## src/hdl/binary_to_decimal_ascii_defines.svh

```systemverilog
// Assertion macros used by the binary-to-decimal converter top level.
`ifndef BINARY_TO_DECIMAL_ASCII_DEFINES_SVH
`define BINARY_TO_DECIMAL_ASCII_DEFINES_SVH

// Same-cycle implication, checked on every rising edge outside reset.
`define B2DA_ASSERT_NOW(lbl, ante, cons) \
	lbl: assert property (@(posedge clk) disable iff (!arst_n) (ante) |-> (cons)) \
		else $error("binary_to_decimal_ascii: same-cycle check failed");

// Next-cycle implication, checked on every rising edge outside reset.
`define B2DA_ASSERT_NEXT(lbl, ante, cons) \
	lbl: assert property (@(posedge clk) disable iff (!arst_n) (ante) |=> (cons)) \
		else $error("binary_to_decimal_ascii: next-cycle check failed");

`endif

```

## src/hdl/b2da_pkg.sv

```systemverilog
// Types, constants and the double-dabble step shared by the converter files.
package b2da_pkg;

	localparam int NUM_DIGITS = 10;
	localparam int BCD_W = 4 * NUM_DIGITS;
	localparam int VALUE_W = 32;
	localparam int STAGE_BITS = 8;
	localparam int NUM_STAGES = VALUE_W / STAGE_BITS;

	localparam logic [5:0] DIGIT_BASE = 6'h30;
	localparam logic [5:0] DIGIT_MAX = 6'd57;
	localparam logic [3:0] LAST_POS = 4'd9;

	typedef logic [BCD_W-1:0] bcd_t;
	typedef logic [VALUE_W-1:0] value_t;
	typedef logic [3:0] digit_t;

	// One shift-add-3 step: correct every digit of five or more, then shift in one bit.
	function automatic bcd_t dd_step(input bcd_t bcd, input logic in_bit);
		bcd_t adj;
		digit_t nib;
		adj = bcd;
		for (int i = 0; i < NUM_DIGITS; i++) begin
			nib = bcd[4*i +: 4];
			if (nib >= 4'd5) begin
				nib = nib + 4'd3;
			end
			adj[4*i +: 4] = nib;
		end
		return {adj[BCD_W-2:0], in_bit};
	endfunction

endpackage

```

## src/hdl/b2da_stage.sv

```systemverilog
// One pipeline stage of the converter: eight double-dabble steps and their register.
module b2da_stage (
	input  logic            clk,
	input  logic            arst_n,
	input  logic            adv,
	input  logic            in_vld,
	input  b2da_pkg::bcd_t  in_bcd,
	input  b2da_pkg::value_t in_bits,
	output logic            out_vld,
	output b2da_pkg::bcd_t  out_bcd,
	output b2da_pkg::value_t out_bits
);

	b2da_pkg::bcd_t  bcd_nxt;
	b2da_pkg::value_t bits_nxt;

	// Consume the top eight remaining bits, most significant first.
	always_comb begin
		bcd_nxt = in_bcd;
		for (int i = 0; i < b2da_pkg::STAGE_BITS; i++) begin
			bcd_nxt = b2da_pkg::dd_step(bcd_nxt, in_bits[b2da_pkg::VALUE_W-1-i]);
		end
		bits_nxt = {in_bits[b2da_pkg::VALUE_W-b2da_pkg::STAGE_BITS-1:0],
			{b2da_pkg::STAGE_BITS{1'b0}}};
	end

	// The valid bit moves whenever the stage advances.
	always_ff @(posedge clk or negedge arst_n) begin
		if (!arst_n) begin
			out_vld <= 1'b0;
		end else if (adv) begin
			out_vld <= in_vld;
		end
	end

	// Payload is captured only for a valid item.
	always_ff @(posedge clk) begin
		if (adv && in_vld) begin
			out_bcd  <= bcd_nxt;
			out_bits <= bits_nxt;
		end
	end

endmodule

```

## src/hdl/binary_to_decimal_ascii.sv

```systemverilog
// The first digit is offered once an item has passed the stage registers and the serializer; five items fit inside.
// Four double-dabble stages of eight input bits each feed a digit serializer.
// The serializer emits one digit per cycle while dst_stall is low and loads the next item
// in the same cycle that the last digit of the current one is taken.
// Reset: arst_n clears all valid bits and the serializer asynchronously; data is not reset.
// Top level of the 32-bit binary to decimal ASCII converter.
`include "binary_to_decimal_ascii_defines.svh"

module binary_to_decimal_ascii (
	input  logic       clk,
	input  logic       arst_n,
	input  logic       src_valid,
	output logic       src_stall,
	input  logic [31:0] value,
	output logic       dst_valid,
	input  logic       dst_stall,
	output logic [5:0] digit_char,
	output logic [3:0] position,
	output logic       last
);

	localparam int NS = b2da_pkg::NUM_STAGES;

	logic             vld [0:NS];
	b2da_pkg::bcd_t   bcd [0:NS];
	b2da_pkg::value_t bits [0:NS];
	logic             adv [0:NS];

	logic           busy_q;
	b2da_pkg::bcd_t bcd_q;
	logic [3:0]     idx_q;
	logic [3:0]     top_idx;
	logic           load;
	b2da_pkg::digit_t cur;

	// Pipeline entry: a fresh item starts with an empty BCD field.
	assign vld[0]  = src_valid;
	assign bcd[0]  = '0;
	assign bits[0] = value;

	// Serializer takes a new item when idle or when its last digit leaves now.
	assign load = !busy_q || (!dst_stall && (idx_q == 4'd0));

	// Each stage moves when it is empty or its successor moves.
	assign adv[NS] = load;
	for (genvar k = 0; k < NS; k++) begin : g_adv
		assign adv[k] = !vld[k+1] || adv[k+1];
	end
	assign src_stall = !adv[0];

	for (genvar k = 0; k < NS; k++) begin : g_stage
		b2da_stage u_stage (
			.clk     (clk),
			.arst_n  (arst_n),
			.adv     (adv[k]),
			.in_vld  (vld[k]),
			.in_bcd  (bcd[k]),
			.in_bits (bits[k]),
			.out_vld (vld[k+1]),
			.out_bcd (bcd[k+1]),
			.out_bits(bits[k+1])
		);
	end

	// Index of the most significant nonzero digit, zero when the value is zero.
	always_comb begin
		top_idx = 4'd0;
		for (int i = 1; i < b2da_pkg::NUM_DIGITS; i++) begin
			if (bcd[NS][4*i +: 4] != 4'd0) begin
				top_idx = 4'(i);
			end
		end
	end

	// Serializer control: walk from the top digit down to the units digit.
	always_ff @(posedge clk or negedge arst_n) begin
		if (!arst_n) begin
			busy_q <= 1'b0;
			idx_q  <= 4'd0;
		end else if (load) begin
			busy_q <= vld[NS];
			idx_q  <= top_idx;
		end else if (!dst_stall) begin
			idx_q <= idx_q - 4'd1;
		end
	end

	// Serializer digits are captured with each new item.
	always_ff @(posedge clk) begin
		if (load && vld[NS]) begin
			bcd_q <= bcd[NS];
		end
	end

	// Output item from the held digits.
	assign cur        = bcd_q[{idx_q, 2'b00} +: 4];
	assign dst_valid  = busy_q;
	assign digit_char = b2da_pkg::DIGIT_BASE + {2'b00, cur};
	assign position   = b2da_pkg::LAST_POS - idx_q;
	assign last       = (idx_q == 4'd0);

	// Every emitted character is a decimal digit.
	`B2DA_ASSERT_NOW(a_digit_range, busy_q, digit_char <= b2da_pkg::DIGIT_MAX)
	// A taken non-final digit is followed by the next lower digit of the same item.
	`B2DA_ASSERT_NEXT(a_walk_down, busy_q && !dst_stall && (idx_q != 4'd0), busy_q && (idx_q == $past(idx_q) - 4'd1))
	// A stalled output keeps its place.
	`B2DA_ASSERT_NEXT(a_hold_on_stall, busy_q && dst_stall, busy_q && $stable(position) && $stable(digit_char))
	// An item in the last stage that cannot move is still there next cycle.
	`B2DA_ASSERT_NEXT(a_stage_hold, vld[NS] && !load, vld[NS])

endmodule
```

## config.mk

```make
export PLATFORM = sky130hd
export DESIGN_NAME = binary_to_decimal_ascii
export DESIGN_NICKNAME = d
export VERILOG_FILES = /design/src/hdl/b2da_pkg.sv /design/src/hdl/b2da_stage.sv /design/src/hdl/binary_to_decimal_ascii.sv
export VERILOG_INCLUDE_DIRS = /design/src /design/src/hdl
export SDC_FILE = /design/constraint.sdc
export NUM_CORES = 1
export LEC_CHECK = 0
export ABC_AREA = 1
export ABC_CLOCK_PERIOD_IN_PS = 8800
export BUFFER_PORTS_ARGS = -buffer_cell sky130_fd_sc_hd__buf_2
export CAP_MARGIN = 20
export CORE_ASPECT_RATIO = 0.7
export CORE_UTILIZATION = 70
export DETAILED_ROUTE_END_ITERATION = 7
export PLACE_DENSITY = 0.95
export SLEW_MARGIN = 20
export SYNTH_ARGS = -nofsm -noshare
export SYNTH_HDL_FRONTEND = slang
export SYNTH_SLANG_ARGS = --single-unit
```

## constraint.sdc

```tcl
create_clock -name clk -period 8.8 [get_ports clk]
set_clock_uncertainty 0.05 [all_clocks]
set_input_delay 2.2 -clock clk [delete_from_list [all_inputs] [get_ports clk]]
set_output_delay 2.2 -clock clk [all_outputs]
set_load 0.05 [all_outputs]
```

==> results of run 1 <==
==> flip-flops by register name, indices dropped and copies added (netlist names) <==
register and count:
g_stage.u_stage.out_bits 48, g_stage.u_stage.out_vld 4, idx_q 4, dst_valid 1, g_stage.u_stage.out_bcd 102, bcd_q 40
==> placed cells by master (no fill, tap or decap), types with 7 or more instances in the layout <==
cell	instances
inv_1	542
and2_1	24
edfxtp_1	190
nand2_1	1047
dfrtp_1	9
clkbuf_16	17
a31o_2	9
nor2_1	67
o21ai_2	50
o22ai_1	9
a21oi_1	39
nand3_2	110
ha_1	143
nand2_4	33
and2_4	10
clkinv_1	7
o21ai_1	31
buf_2	46
nand3_1	308
nand4_1	120
o21bai_1	8
nor4_1	8
xor2_2	9
nand2_2	222
xor2_1	57
inv_2	33
o21ai_0	65
o221ai_1	8
nand3b_1	15
a21o_1	30
==> stage by stage <==
step,area [um^2],instances
floorplan,22610,3277
global placement,23370,3739
detailed placement,23370,3739
CTS,23990,3771
global route,23990,3771
finish,23990,3771
==> path summary, 6_finish.rpt <==
check,startpoint,end,depth (start not counted)
hold reg to reg,g_stage[1].u_stage.out_bits[17],g_stage[2].u_stage.out_bits[25],0
max in group asynchronous,arst_n,idx_q[2],1
setup / recovery,value[29],g_stage[0].u_stage.out_bcd[5],29
hold / removal,g_stage[1].u_stage.out_bits[17],g_stage[2].u_stage.out_bits[25],0
min in group asynchronous,arst_n,g_stage[3].u_stage.out_vld,1
setup reg to reg,g_stage[2].u_stage.out_bcd[20],g_stage[3].u_stage.out_bcd[26],41
==> worst max-delay path, delay by kind of cell <==
family                   cells  cell delay, ns
adder cells (fa/ha/maj)      7            1.31
AO/OA/AOI/OAI                6            1.17
XOR/XNOR                     4            0.88
buffers and inverters        9            0.86
AND/OR/NAND/NOR              3            0.35
==> metal layers <==
metal	track usage (%)	part of all wire, %
met5	0	0
met4	13.08	3.1
met2	58.17	50
met3	5.369	5.8
met1	36.81	41
==> kinds of logic after synthesis <==
| group | Yosys count |
|---|---|
| simple gates | 1984 |
| buf+inv | 590 |
| compound gates | 278 |
| flops | 199 |
| fa+ha+maj | 143 |
| xor+xnor | 79 |
| mux | 2 |
| other cells | 1 |
==> layout make-up <==
| type | count | area, um^2 |
|---|---|---|
| Sequential cell | 199 | 5931 |
| Clock buffer | 17 | 425.4 |
| Inverter | 582 | 2185 |
| Clock inverter | 15 | 197.7 |
| Tap cell | 420 | 525.5 |
| Fill cell | 2135 | 7491 |
| Timing Repair Buffer | 50 | 260.3 |
| Multi-Input combinational cell | 2488 | 14470 |
==> run metrics, run 1 <==
effective utilization at floorplan 71.80%; # diodes 0; Post-Synth Simple-Gate Area a little over two fifths; Fin Hold WS 0.3747 ns; post-CTS resize count 0; FMAX 151.1 MHz; Post-synth EDFFs 190; crit path max-delay cell type xor2_1; Post-Synthesis Cells between 3k and 4k; most instantiated cells after synthesis nand2_1 (1,047), inv_1 (542), nand3_1 (308); port bufs 46; setup TNS 0 ns; GP Congestion roughly 0.87; CP most frequent cell inv_1; worst-skew pair later-pin latency 0.48 ns; routed vias/inst 5.788; Std-Cell Rows 54; hold-fix buffers at CTS 0; Post-synth top flop edfxtp_1; RSZ-0062 raised after global routing no; Die H ~150 um; final core utilization 76.21%; gr usage total 31.86%; H-tree depth 4; Adder-Cell Fraction of Synth Area between 7 and 8%; CP required 8.96 ns; Synth top area share 25.24%; First DRT Iteration DRCs 1,754; first-pass GRT wire length 89.89 mm; final hold vios 0; Routed Antenna Nets 0; post-CTS setup buffers 0; largest net degree at the start of global routing 38; Die X-Extent approximately 220 um; Final Slew Violations 0; CTS tree built; post-synthesis mux area share 0.08856%; Worst Tran Pin Value 1.085 ns; main combinational cell family by area after synthesis simple AND/OR/NAND/NOR gates; average wire per standard cell 13.82 um; Placeable Area 31,490 um^2; post-synthesis sequential area ratio 26.24%; initial antenna violation count 0; Post-synth ARST share 4.523%; Synth Area in Compound Gates 8.286%; CTS Buffer Depth 2; CTS Buf Count 17; Worst Setup Path Type in2reg; CP Capture Type register; Synthesis Warnings 0; Setup violations, final 0; total gr overflow 0; count leader, synth nand2_1; # nets final 3,517; Reg clk slew, reported paths roughly 0.09 ns; Placement Setup Slack 1.765 ns; synth unique cells 54; area delta synth->final 6.144%; final wirelength between 50 and 60 mm; I/O Pins 49; period utilization 75.18%; root buf cell clkbuf_16; via count 21.83k; share of cells above drive strength 1 17.52%; Avg Inst Size Synth 6.900 um^2; vias in the first global route ~21k; reg-to-reg setup timing slack 2.39 ns; DP Wirelength 39.76 mm; XOR/XNOR Fraction of Synth Area 3.725%; maxcap violations 0; Tmin final between 6 and 7 ns; DR DRC count 0; outcome complete, no violations; CP Data Arrival Time 6.78 ns; DR pass1 iterations 7; Post-Syn Area 22,610 um^2; crit path max fanout 4; # clock sinks roughly 200; worst min path class reg2reg; post-route worst setup slack 2.184 ns; CP peak stage delay 0.29 ns; crit path launch type primary input; relative slew slack between 20% and 30%; Die ar. 33,030 um^2; top post-synthesis cells by area edfxtp_1 (25%), nand2_1 (17%), inv_1 (9.0%); Synth Register Bits 199; area leader, netlist edfxtp_1
Power of run 1 is not shown: default switching activity piles up to over one toggle a cycle in this logic, so the estimate is an artifact.
==> inputs of run 2 (changes only) <==
Settings changed: ABC_CLOCK_PERIOD_IN_PS 8800 to 6290, CORE_UTILIZATION 70 to 66, PLACE_DENSITY 0.95 to 0.92.
Clock period 8.8 ns to 6.29 ns, I/O delays scaled along.
==> run 2 against run 1 <==
Net effect:
- the run now ends with design-rule violations, negative setup slack left
- sequential cell count is the same
- cell count up 0.90%
- routed wire length decreased by 1.1%
==> run metrics, run 2 (synthesized netlist as in run 1, its figures left out) <==
outcome finished with violations; violated checks design-rule violations, negative setup slack; initial antenna violation count 0 (unchanged); port bufs 46 (unchanged); final wirelength 51.55 mm (-1.1%); crit path max-delay cell type edfxtp_1; CP most frequent cell nand2_1; CTS tree built; Placeable Area 33,630 um^2 (+6.8%); GP Congestion 0.8617 (-0.61%); effective utilization at floorplan 67.21% (-4.6 points); Tmin final 6.291 ns; via count 21.92k (+0.43%); vias in the first global route 20.68k (-2.7%); # diodes 0 (unchanged); Routed Antenna Nets 0 (unchanged); DR pass1 iterations 8 (+1); # nets final 3,536 (+0.54%); Reg clk slew, reported paths 0.08 ns (about the same); gr usage total 28.45% (-3.4 points); I/O Pins 49 (unchanged); worst-skew pair later-pin latency 0.48 ns (about the same); relative slew slack 41.36% (+14 points); crit path max fanout 5 (+1); Fin Hold WS 0.3649 ns (-0.009843 ns); CTS Buf Count 17 (unchanged); largest net degree at the start of global routing 41 (+7.9%); DP Cell Count 3,754 (+0.40%); H-tree depth 4 (unchanged); period utilization 100.0%; Worst Tran Pin Value 0.8786 ns (-0.2063 ns); fillers 2,334 (+9.3%); share of cells above drive strength 1 19.70% (+2.2 points); final core utilization 72.65% (-3.6 points); maxcap violations 0 (unchanged); hold-fix buffers at CTS 0 (unchanged); FMAX 159.0 MHz; average wire per standard cell 13.55 um (-1.9%); Die X-Extent 223.2 um (+3.0%); DP Wirelength 38.26 mm (-3.8%); CP Data Arrival Time 6.47 ns (-0.31 ns); most frequent standard cell in the layout excluding fill and tap cells nand2_1; CP Capture Type register; Setup violations, final 1 (+1); number of flip-flops in the largest register 102 (unchanged); area delta synth->final 8.081%; First DRT Iteration DRCs 1,772 (+1.0%); Worst Setup Path Type reg2reg; final hold vios 0 (unchanged); post-route worst setup slack -0.001047 ns (-2.185 ns); first-pass GRT wire length 85.24 mm (-5.2%); setup TNS -0.001047 ns (-0.001047 ns); Final Slew Violations 0 (unchanged); root buf cell clkbuf_16; Die ar. 35,010 um^2 (+6.0%); Die H 156.8 um (+2.9%); non-filler cells in the finished layout 3,805 (+0.90%); CTS Buffer Depth 2 (unchanged); total gr overflow 0 (unchanged); commonest cells after routing, fill and taps aside nand2_1 (1,030), inv_1 (533), nand3_1 (297); # clock sinks 199 (unchanged); CP required 6.47 ns (-2.49 ns); Biggest register g_stage.u_stage.out_bcd; crit path launch type register; Std-Cell Rows 56 (+3.7%); largest registers g_stage.u_stage.out_bcd x102, g_stage.u_stage.out_bits x48, bcd_q x40; CP peak stage delay 0.45 ns (+0.16 ns); routed vias/inst 5.761 (-0.47%); worst min path class reg2reg; DR DRC count 2 (+2)
run 2: changes by cell type in the layout (fill, tap and decap cells not counted), moves of 9 or more:
cell / previous run / this run
buf_4: 4 / 22
nand2_1: 1047 / 1030
nand2_2: 222 / 237
nand3_1: 308 / 297
inv_1: 542 / 533
nand3_2: 110 / 119
run 2: routing by layer:
layer / up-vias / GRT usage, % / share of wire, %
met1: 10030 / 33.03 / 42
met4: 0 / 10.34 / 3.1
met3: 207 / 4.206 / 5.2
li1: 10870 / - / -
met5: - / 0 / 0
met2: 813 / 53.15 / 50
run 2: per-stage QoR:
step / cell area (um^2) / worst slack, ns
after floorplan: 22610 / 0.6280
after global placement: 23390 / 0.2951
after detailed placement: 23390 / -0.1805
after CTS: 24010 / 0.03883
after global routing: 24430 / -0.3199
final: 24430 / -0.001047
run 2: path summary, 6_finish.rpt:
path	startpoint	endpoint	slack [ns]	cells past startpoint
max	g_stage[2].u_stage.out_bcd[24]	g_stage[3].u_stage.out_bcd[30]	-0.001	43
max in group asynchronous	arst_n	idx_q[2]	5.10	1
min reg2reg	g_stage[1].u_stage.out_bits[21]	g_stage[2].u_stage.out_bits[29]	0.36	0
max reg2reg	g_stage[2].u_stage.out_bcd[24]	g_stage[3].u_stage.out_bcd[30]	-0.001	43
min in group asynchronous	arst_n	dst_valid	0.89	1
min	g_stage[1].u_stage.out_bits[21]	g_stage[2].u_stage.out_bits[29]	0.36	0
run 2: what timing repair did:
action | in CTS | in global routing
buffers inserted | 0 | 18
pin swaps | 0 | 16
resized for setup | 2 | 75
setup endpoints to repair | 2 | 44
run 2: worst max-delay path, delay by kind of cell (launching register included):
kind | cells | cell delay [ns]
AOI/OAI and AO/OA | 1 | 0.10
adders and majority gates | 6 | 1.17
buffers and inverters | 5 | 0.53
DFF | 1 | 0.45
and+or+nand+nor | 31 | 3.74
run 2: layout make-up:
class	instances	area, um^2	area share, %
timing repair buffer	69	415.4	1.700
sequential	199	5931	24.27
inverter	582	2187	8.952
clock inverter	15	187.7	0.7682
multi-input combinational	2488	14740	60.34
clock buffer	17	425.4	1.741
tap	435	544.3	2.228
Power of run 2 is left out for the same reason.
